[src/hdl/rbd_pkg.sv]
// rbd_pkg: command and status codes plus the control and status structs
// shared by the ring buffer deque controller, datapath and top level
// no dependencies
package rbd_pkg;

	typedef logic [1:0] cmd_code_t;
	typedef logic [1:0] status_code_t;

	localparam cmd_code_t CMD_PUSH_FRONT = 2'd0;
	localparam cmd_code_t CMD_PUSH_REAR  = 2'd1;
	localparam cmd_code_t CMD_POP_FRONT  = 2'd2;
	localparam cmd_code_t CMD_POP_REAR   = 2'd3;

	localparam status_code_t STATUS_OK         = 2'd0;
	localparam status_code_t STATUS_FULL       = 2'd1;
	localparam status_code_t STATUS_EMPTY      = 2'd2;
	localparam status_code_t STATUS_UNUSED     = 2'd3;

	localparam int unsigned CMD_W      = 2;
	localparam int unsigned PORT_DATA_W = 32;
	localparam int unsigned CAP_W      = 7;
	localparam int unsigned OCC_W      = 7;

	// controller to datapath
	typedef struct packed {
		logic         rd_en;
		logic         rd_rear;
		logic         rear;
		logic         exec;
		logic         push;
		logic         pop;
		status_code_t status;
	} ctl_t;

	// datapath to controller
	typedef struct packed {
		logic full;
		logic empty;
	} dp_stat_t;

endpackage

[src/hdl/ring_buffer_deque.sv]
// ring_buffer_deque: top level of the double-ended queue over a circular store
// instantiates rbd_ctrl and rbd_datapath, depends on rbd_pkg
//
// A command is taken when start is high and busy is low; busy then stays high
// for one cycle and the result appears with done for exactly one cycle on the
// following cycle. The result cannot be held off and a new command may be taken
// in the cycle its predecessor's result is shown. Pushes into a full queue and
// pops from an empty one return a status code and leave the queue untouched.
// Capacity is written through cfg_valid/cfg_ready while no command is active;
// zero acts as one and values above DEPTH act as DEPTH.
module ring_buffer_deque #(
	parameter int unsigned DEPTH      = 64,
	parameter int unsigned DATA_WIDTH = 32
) (
	input  logic                               clk,
	input  logic                               arst_n,
	input  logic                               start,
	output logic                               busy,
	input  rbd_pkg::cmd_code_t                 cmd,
	input  logic [rbd_pkg::PORT_DATA_W-1:0]    push_value,
	output logic                               done,
	output logic [rbd_pkg::PORT_DATA_W-1:0]    pop_value,
	output logic                               pop_valid,
	output rbd_pkg::status_code_t              status,
	output logic [rbd_pkg::OCC_W-1:0]          occupancy,
	input  logic                               cfg_valid,
	output logic                               cfg_ready,
	input  logic [rbd_pkg::CAP_W-1:0]          cfg_data
);

	rbd_pkg::ctl_t     ctl;
	rbd_pkg::dp_stat_t dp_stat;
	logic              cfg_we;

	assign cfg_we = cfg_valid && cfg_ready;

	rbd_ctrl u_ctrl (
		.clk       (clk),
		.arst_n    (arst_n),
		.start     (start),
		.cmd       (cmd),
		.dp_stat   (dp_stat),
		.ctl       (ctl),
		.busy      (busy),
		.done      (done),
		.cfg_ready (cfg_ready)
	);

	rbd_datapath #(
		.DEPTH      (DEPTH),
		.DATA_WIDTH (DATA_WIDTH)
	) u_datapath (
		.clk        (clk),
		.arst_n     (arst_n),
		.ctl        (ctl),
		.dp_stat    (dp_stat),
		.push_value (push_value),
		.cfg_we     (cfg_we),
		.cfg_data   (cfg_data),
		.pop_value  (pop_value),
		.pop_valid  (pop_valid),
		.status     (status),
		.occupancy  (occupancy)
	);

endmodule

[src/hdl/rbd_ctrl.sv]
// rbd_ctrl: two-state sequencer that takes a request, decides push/pop
// outcome from the datapath flags and raises the done strobe
// depends on rbd_pkg
module rbd_ctrl (
	input  logic                 clk,
	input  logic                 arst_n,
	input  logic                 start,
	input  rbd_pkg::cmd_code_t   cmd,
	input  rbd_pkg::dp_stat_t    dp_stat,
	output rbd_pkg::ctl_t        ctl,
	output logic                 busy,
	output logic                 done,
	output logic                 cfg_ready
);

	localparam logic ST_IDLE = 1'b0;
	localparam logic ST_EXEC = 1'b1;

	logic               state_q;
	logic               done_q;
	rbd_pkg::cmd_code_t cmd_q;
	logic               accept;
	logic               is_push;
	logic               is_rear;

	assign busy      = (state_q == ST_EXEC);
	assign accept    = start && !busy;
	assign done      = done_q;
	assign cfg_ready = !busy;

	assign is_push = (cmd_q == rbd_pkg::CMD_PUSH_FRONT) || (cmd_q == rbd_pkg::CMD_PUSH_REAR);
	assign is_rear = (cmd_q == rbd_pkg::CMD_PUSH_REAR) || (cmd_q == rbd_pkg::CMD_POP_REAR);

	always_ff @(posedge clk or negedge arst_n) begin
		if (!arst_n) begin
			state_q <= ST_IDLE;
			done_q  <= 1'b0;
		end else begin
			done_q <= busy;
			unique case (state_q)
				ST_IDLE: begin
					if (accept) begin
						state_q <= ST_EXEC;
					end
				end
				ST_EXEC: begin
					state_q <= ST_IDLE;
				end
				default: begin
					state_q <= ST_IDLE;
				end
			endcase
		end
	end

	always_ff @(posedge clk) begin
		if (accept) begin
			cmd_q <= cmd;
		end
	end

	always_comb begin
		ctl.rd_en   = accept;
		ctl.rd_rear = (cmd == rbd_pkg::CMD_POP_REAR);
		ctl.rear    = is_rear;
		ctl.exec    = busy;
		ctl.push    = busy && is_push && !dp_stat.full;
		ctl.pop     = busy && !is_push && !dp_stat.empty;
		priority if (is_push && dp_stat.full) begin
			ctl.status = rbd_pkg::STATUS_FULL;
		end else if (!is_push && dp_stat.empty) begin
			ctl.status = rbd_pkg::STATUS_EMPTY;
		end else begin
			ctl.status = rbd_pkg::STATUS_OK;
		end
	end

`ifndef SYNTH
	a_accept_busy: assert property (@(posedge clk) disable iff (!arst_n)
		(start && !busy) |=> busy)
		else $error("accepted request did not enter execution");
	a_busy_done: assert property (@(posedge clk) disable iff (!arst_n)
		busy |=> (done && !busy))
		else $error("execution did not end with a done strobe");
	a_done_once: assert property (@(posedge clk) disable iff (!arst_n)
		done |=> !done)
		else $error("done strobe longer than one cycle");
`endif

endmodule

[src/hdl/rbd_datapath.sv]
// rbd_datapath: circular store, front/rear pointers, held count, capacity
// register and result registers of the ring buffer deque
// depends on rbd_pkg
module rbd_datapath #(
	parameter int unsigned DEPTH      = 64,
	parameter int unsigned DATA_WIDTH = 32
) (
	input  logic                               clk,
	input  logic                               arst_n,
	input  rbd_pkg::ctl_t                      ctl,
	output rbd_pkg::dp_stat_t                  dp_stat,
	input  logic [rbd_pkg::PORT_DATA_W-1:0]    push_value,
	input  logic                               cfg_we,
	input  logic [rbd_pkg::CAP_W-1:0]          cfg_data,
	output logic [rbd_pkg::PORT_DATA_W-1:0]    pop_value,
	output logic                               pop_valid,
	output rbd_pkg::status_code_t              status,
	output logic [rbd_pkg::OCC_W-1:0]          occupancy
);

	localparam int unsigned PW = $clog2(DEPTH);
	localparam int unsigned CW = $clog2(DEPTH + 1);
	localparam int unsigned AW = CW + 1;
	localparam int unsigned XW = (CW > rbd_pkg::CAP_W) ? CW : rbd_pkg::CAP_W;
	localparam int unsigned SW = (DATA_WIDTH < rbd_pkg::PORT_DATA_W) ? DATA_WIDTH
		: rbd_pkg::PORT_DATA_W;
	localparam logic [rbd_pkg::CAP_W-1:0] CAP_RESET = 7'd64;

	logic [SW-1:0] mem [DEPTH];
	logic [SW-1:0] rdata_q;
	logic [SW-1:0] wdata_q;
	logic [PW-1:0] front_q;
	logic [PW-1:0] rear_q;
	logic [CW-1:0] count_q;
	logic [CW-1:0] cap_q;
	logic [PW-1:0] slot;
	logic [CW-1:0] count_next;
	logic [rbd_pkg::PORT_DATA_W-1:0] pop_value_q;
	logic          pop_valid_q;
	rbd_pkg::status_code_t status_q;
	logic [rbd_pkg::OCC_W-1:0] occupancy_q;

	function automatic logic [CW-1:0] eff_cap(input logic [rbd_pkg::CAP_W-1:0] v);
		logic [XW-1:0] x;
		x = XW'(v);
		if (x == '0) begin
			x = XW'(1);
		end else if (x > XW'(DEPTH)) begin
			x = XW'(DEPTH);
		end
		return CW'(x);
	endfunction

	function automatic logic [PW-1:0] step_up(input logic [PW-1:0] idx,
		input logic [CW-1:0] cap);
		logic [AW-1:0] up;
		up = AW'(idx) + AW'(1);
		if (up >= AW'(cap)) begin
			return '0;
		end
		return PW'(up);
	endfunction

	function automatic logic [PW-1:0] step_down(input logic [PW-1:0] idx,
		input logic [CW-1:0] cap);
		if ((idx == '0) || (AW'(idx) > AW'(cap))) begin
			return PW'(AW'(cap) - AW'(1));
		end
		return PW'(AW'(idx) - AW'(1));
	endfunction

	assign dp_stat.full  = (count_q >= cap_q);
	assign dp_stat.empty = (count_q == '0);

	always_comb begin
		if (ctl.rear) begin
			slot = dp_stat.empty ? rear_q : step_up(rear_q, cap_q);
		end else begin
			slot = dp_stat.empty ? front_q : step_down(front_q, cap_q);
		end
	end

	always_comb begin
		priority if (ctl.push) begin
			count_next = count_q + CW'(1);
		end else if (ctl.pop) begin
			count_next = count_q - CW'(1);
		end else begin
			count_next = count_q;
		end
	end

	// store, read registered
	always_ff @(posedge clk) begin
		if (ctl.push) begin
			mem[slot] <= wdata_q;
		end
		if (ctl.rd_en) begin
			rdata_q <= mem[ctl.rd_rear ? rear_q : front_q];
		end
	end

	always_ff @(posedge clk) begin
		if (ctl.rd_en) begin
			wdata_q <= SW'(push_value);
		end
	end

	always_ff @(posedge clk or negedge arst_n) begin
		if (!arst_n) begin
			front_q <= '0;
			rear_q  <= '0;
			count_q <= '0;
			cap_q   <= eff_cap(CAP_RESET);
		end else begin
			if (cfg_we) begin
				cap_q <= eff_cap(cfg_data);
			end
			count_q <= count_next;
			if (ctl.push) begin
				if (ctl.rear) begin
					rear_q <= slot;
				end else begin
					front_q <= slot;
				end
			end
			if (ctl.pop && (front_q != rear_q)) begin
				if (ctl.rear) begin
					rear_q <= step_down(rear_q, cap_q);
				end else begin
					front_q <= step_up(front_q, cap_q);
				end
			end
		end
	end

	always_ff @(posedge clk) begin
		if (ctl.exec) begin
			pop_value_q <= ctl.pop ? rbd_pkg::PORT_DATA_W'(rdata_q) : '0;
			pop_valid_q <= ctl.pop;
			status_q    <= ctl.status;
			occupancy_q <= rbd_pkg::OCC_W'(count_next);
		end
	end

	assign pop_value = pop_value_q;
	assign pop_valid = pop_valid_q;
	assign status    = status_q;
	assign occupancy = occupancy_q;

`ifndef SYNTH
	a_count_bound: assert property (@(posedge clk) disable iff (!arst_n)
		AW'(count_q) <= AW'(DEPTH))
		else $error("held count beyond store depth");
	a_one_op: assert property (@(posedge clk) disable iff (!arst_n)
		$onehot0({ctl.push, ctl.pop}))
		else $error("push and pop in the same cycle");
	a_reject_holds: assert property (@(posedge clk) disable iff (!arst_n)
		(ctl.exec && !ctl.push && !ctl.pop && !cfg_we) |=> $stable(count_q))
		else $error("rejected request changed the held count");
`endif

endmodule
[config.mk]
export PLATFORM = sky130hd
export DESIGN_NAME = ring_buffer_deque
export DESIGN_NICKNAME = d
export VERILOG_FILES = /design/src/hdl/rbd_pkg.sv /design/src/hdl/ring_buffer_deque.sv /design/src/hdl/rbd_ctrl.sv /design/src/hdl/rbd_datapath.sv
export SDC_FILE = /design/constraint.sdc
export NUM_CORES = 2
export LEC_CHECK = 0
export BUFFER_PORTS_ARGS = -buffer_cell sky130_fd_sc_hd__buf_2
export CORE_ASPECT_RATIO = 1.5
export CORE_UTILIZATION = 45
export CTS_CLUSTER_SIZE = 30
export DETAILED_ROUTE_END_ITERATION = 10
export SLEW_MARGIN = 40
export SYNTH_ARGS = -nofsm -noshare
export SYNTH_HDL_FRONTEND = slang
export SYNTH_HIERARCHICAL = 1
export SYNTH_SLANG_ARGS = --single-unit
[constraint.sdc]
create_clock -name clk -period 13.03 [get_ports clk]
set_input_delay 0.6515 -clock clk [delete_from_list [all_inputs] [get_ports clk]]
set_output_delay 0.6515 -clock clk [all_outputs]
set_load 0.1 [all_outputs]
==> impl_metrics.yaml <==
run_status:
  run_status: "complete, no violations"
route:
  drt_first_iter_violations: 4246
  ant_nets: 0
  detail_route.wirelength_mm: 223
  detail_route.first_pass.iterations: 5
  remaining_drc_errors: 0
  wl_per_cell_um: 32.5
  vias: 41367
  post_drt_via_cell_ratio: 6.02
hold_path:
  worstHoldPathCells: 3
  timing.hold.worst.class: "in2reg"
placed_design:
  place_congestion: 0.922
  post-place-ws_ns: 6.88
  detailed_place.area_um2: 90000
  io_buffers: 89
  dp.final_hpwl_mm: 123
  numPlacedInstances: 6461
floorplan:
  die_h_um: 536
  floorplan.rows: 195
  fp.dieW_um: 358
  fp.coreArea_um2: 189000
  boundaryPins: 90
  die-area_um2: 192000
  floorplan.initialDensity_pct: 45.4
setup_path:
  timing.critical_path.arrival_ns: 6.34
  worstSetupPathType: "reg2reg"
  endpoint_kind: "flop"
  regToRegStartpoint: "u_datapath/rear_q[0]"
  critPathLaunchType: "flop"
  rr_endpoint: "u_datapath/mem[63][4]"
  cp-startpoint: "u_datapath/rear_q[0]"
  reg2reg_depth: 12
  crit_required_ns: 13.49
  worstSetupEndpoint: "u_datapath/mem[63][4]"
  worstPathMaxFanout: 20
  worst-r2r-setup-slack_ns: 7.15
clock_tree:
  clock-root-buffer: "sky130_fd_sc_hd__clkbuf_16"
  h-tree-depth: 4
  cts_num_sinks: 2184
  worst_setup_hold_path_clk_slew_ns: 0.06
  cts_max_path_buffers: 4
  ctsResizeCount: 0
  tritoncts: "built"
  tritoncts.num_buffers: 202
  insertion_delay_ns: 0.85
power:
  p_int_mw: 13.6
  leakagePower_nw: 30.7
  finalPower_mw: 20.3
  pwr-share-comb_pct: 31.3
  p_seq_share_pct: 40.5
  power.switching_mw: 6.73
  cellPowerDensity_nw_per_um2: 210
  peakVddDrop_v: 0.000205
  p_clk_share_pct: 28.2
  netSwitchingFraction_pct: 33.2
timing:
  finalSetupViolations: 0
  fin_worst_hold_slack_ns: 0.0870
  hold_violations: 0
  worstMarginPinSlew_ns: 0.884
  fin_ws_ns: 7.15
  fin_tns_setup_ns: 0
  period_needed_ns: 5.88
  setup_repair_after_global_routing_missed_its_margin: "false"
  final.setup_skew_ns: 0.0497
  fmax_mhz: 170
  max_slew_margin_pct: 41.0
  final.period_utilization_pct: 45.1
  finalMaxSlewViolations: 0
synth:
  yosys.area.top_type: "sky130_fd_sc_hd__edfxtp_1"
  synthesis.instances: 3992
  syn-num-nets: 4079
  proportion_of_register_bits_with_asynchronous_set_or_reset_after_synthesis_pct: 1.28
  synth_seq_cells: 2184
  syn_area_um2: 85500
  most_used_flip_flop_cell_after_synthesis: "sky130_fd_sc_hd__edfxtp_1"
  syn_area_per_cell_um2: 21.4
  synth_enable_flop_cells: 2156
  seq_area_frac_synth_pct: 76.5
  yosysTopAreaCellShare_pct: 75.7
  number_of_synthesis_warnings: 6
  synth.top_cells.by_area: "sky130_fd_sc_hd__edfxtp_1 (76%), sky130_fd_sc_hd__mux4_2 (13%), sky130_fd_sc_hd__mux2i_1 (1.6%), sky130_fd_sc_hd__a211oi_1 (1.2%), sky130_fd_sc_hd__nor2b_1 (0.99%)"
  synthDistinctLibCells: 81
cells_and_area:
  post_route_cells_drive_above_1_share_pct: 26.2
  finalCoreUtilization_pct: 51.3
  areaGrowthSynthToFinish_pct: 13.1
  nets: 4329
  layout.filler_cells: 14844
  post-route-cell-area_um2: 96700
  post_layout_nonfiller_instances: 6871
grt:
  remaining_global_route_overflow: 0
  pin_count_of_the_biggest_net_entering_global_routing: 132
  first_global_vias: 42433
  initial_antenna_violation_count: 16
  grt_pass1_wl_mm: 315
  total_routing_usage_gr_pct: 23.5
run:
  cap_violations: 0
## repair_timing
item,CTS,global route
hold endpoints to repair,61,0
setup buffers,0,0
hold buffers,35,0
## worst min-delay path by stage
stage	from	to	slack, ns
2_1_floorplan	arst_n	u_ctrl/busy	0.36
3_3_place_gp	u_datapath/rdata_q[2]	u_datapath/pop_value[2]	0.51
3_5_place_dp	u_datapath/rdata_q[3]	u_datapath/pop_value[3]	0.52
4_1_cts	cfg_data[1]	u_datapath/cap_q[1]	0.05
5_1_grt	cfg_data[6]	u_datapath/cap_q[6]	0.08
6_report	cfg_data[3]	u_datapath/cap_q[3]	0.09
## kinds of logic (layout without fill, tap and decap cells)
family                     after synthesis  after routing  share of synthesized area, %
and+or+nand+nor                        406            406                          2.65
adders and majority gates               42             42                         0.614
xor gates and xnor gates                27             27                         0.276
other                                    0              8                             0
DFF                                   2184           2184                          76.5
AOI/OAI and AO/OA                      434            434                          3.50
buffers and inverters                  246            655                          1.29
muxes                                  653            653                          15.2
## power by group through the flow
stage,Clock [mW],Combinational (mW),Sequential (mW)
2_1_floorplan,0,4.01,8.34
3_3_place_gp,0,6.29,8.37
3_5_place_dp,0,6.42,8.38
4_1_cts,5.83,6.45,8.22
5_1_grt,6.05,6.68,8.24
6_report,5.73,6.35,8.23
## cell usage after synthesis, drive strengths merged, types with 4 or more instances
master      n
o31ai       5
nand3b      7
xnor2      16
a22oi      65
nand2      64
nor2       90
dfrtp      27
and2       35
a2111oi     4
a221oi      6
ha         42
nor2b     135
a211oi    136
nand4      14
edfxtp   2156
a21o       10
buf       131
nand2b      4
a211o       4
mux4      512
nand3      20
a221o       4
mux2i     139
o22ai       7
xor2       11
clkbuf     90
nor3       19
inv        24
a21oi     144
o21ai      19
## critical path: stages (launching register included)
cell and delay [ns]:
sky130_fd_sc_hd__dfrtp_1 0.59, sky130_fd_sc_hd__ha_1 0.36, sky130_fd_sc_hd__nand3_1 0.20, sky130_fd_sc_hd__xnor2_1 0.29, sky130_fd_sc_hd__ha_1 0.29, sky130_fd_sc_hd__a211oi_1 0.25
sky130_fd_sc_hd__o21bai_1 0.21, sky130_fd_sc_hd__nor3_1 0.52, sky130_fd_sc_hd__a221oi_1 0.24, sky130_fd_sc_hd__a31oi_1 0.57, sky130_fd_sc_hd__nand3_1 0.73, sky130_fd_sc_hd__nor2_4 0.73
sky130_fd_sc_hd__buf_4 0.48
## area by class of cell
class | instances | area [µm²] | area share, %
Tap cell | 2462 | 3080 | 3.18
Inverter | 25 | 93.8 | 0.0970
Clock buffer | 245 | 5280 | 5.46
Antenna cell | 8 | 20.0 | 0.0207
Clock inverter | 118 | 1010 | 1.04
Sequential cell | 2184 | 65400 | 67.6
Multi-Input combinational cell | 1562 | 19700 | 20.3
Timing Repair Buffer | 267 | 2170 | 2.24
## cells in the final DEF (no fill, tap or decap), types with 15 or more instances in the layout
| master | n |
|---|---|
| sky130_fd_sc_hd__buf_4 | 118 |
| sky130_fd_sc_hd__mux4_2 | 512 |
| sky130_fd_sc_hd__nor2_4 | 56 |
| sky130_fd_sc_hd__clkbuf_16 | 205 |
| sky130_fd_sc_hd__o21ai_0 | 17 |
| sky130_fd_sc_hd__nand2_1 | 62 |
| sky130_fd_sc_hd__xnor2_1 | 16 |
| sky130_fd_sc_hd__clkinv_1 | 51 |
| sky130_fd_sc_hd__nor2_1 | 33 |
| sky130_fd_sc_hd__dfrtp_1 | 26 |
| sky130_fd_sc_hd__a21oi_1 | 119 |
| sky130_fd_sc_hd__ha_1 | 42 |
| sky130_fd_sc_hd__inv_1 | 23 |
| sky130_fd_sc_hd__and2_1 | 33 |
| sky130_fd_sc_hd__dlygate4sd3_1 | 35 |
| sky130_fd_sc_hd__a211oi_1 | 134 |
| sky130_fd_sc_hd__buf_2 | 89 |
| sky130_fd_sc_hd__clkinv_2 | 33 |
| sky130_fd_sc_hd__a21oi_2 | 25 |
| sky130_fd_sc_hd__a22oi_1 | 65 |
| sky130_fd_sc_hd__edfxtp_1 | 2156 |
| sky130_fd_sc_hd__mux2i_1 | 135 |
| sky130_fd_sc_hd__bufinv_16 | 15 |
| sky130_fd_sc_hd__clkbuf_1 | 40 |
| sky130_fd_sc_hd__nor2b_1 | 134 |
## sequential cells by signal (all words and copies together), names as in the netlist
signal and flops:
u_ctrl/busy 1, u_ctrl/cmd_q 2, u_ctrl/done 1, u_datapath/cap_q 7
u_datapath/count_q 7, u_datapath/front_q 6, u_datapath/mem 2048, u_datapath/occupancy 7
u_datapath/pop_valid 1, u_datapath/pop_value 32, u_datapath/rdata_q 32, u_datapath/rear_q 6
u_datapath/status 2, u_datapath/wdata_q 32
## layer usage
| metal | up-vias | track usage [%] | wire length [µm] |
|---|---|---|---|
| met5 | - | 0 | 41 |
| met4 | 6 | 10.3 | 10600 |
| met3 | 373 | 2.89 | 13400 |
| met2 | 1495 | 41.2 | 117000 |
| met1 | 22253 | 29.0 | 82000 |
| li1 | 17240 | - | - |
(Power assumes the default switching activity.)
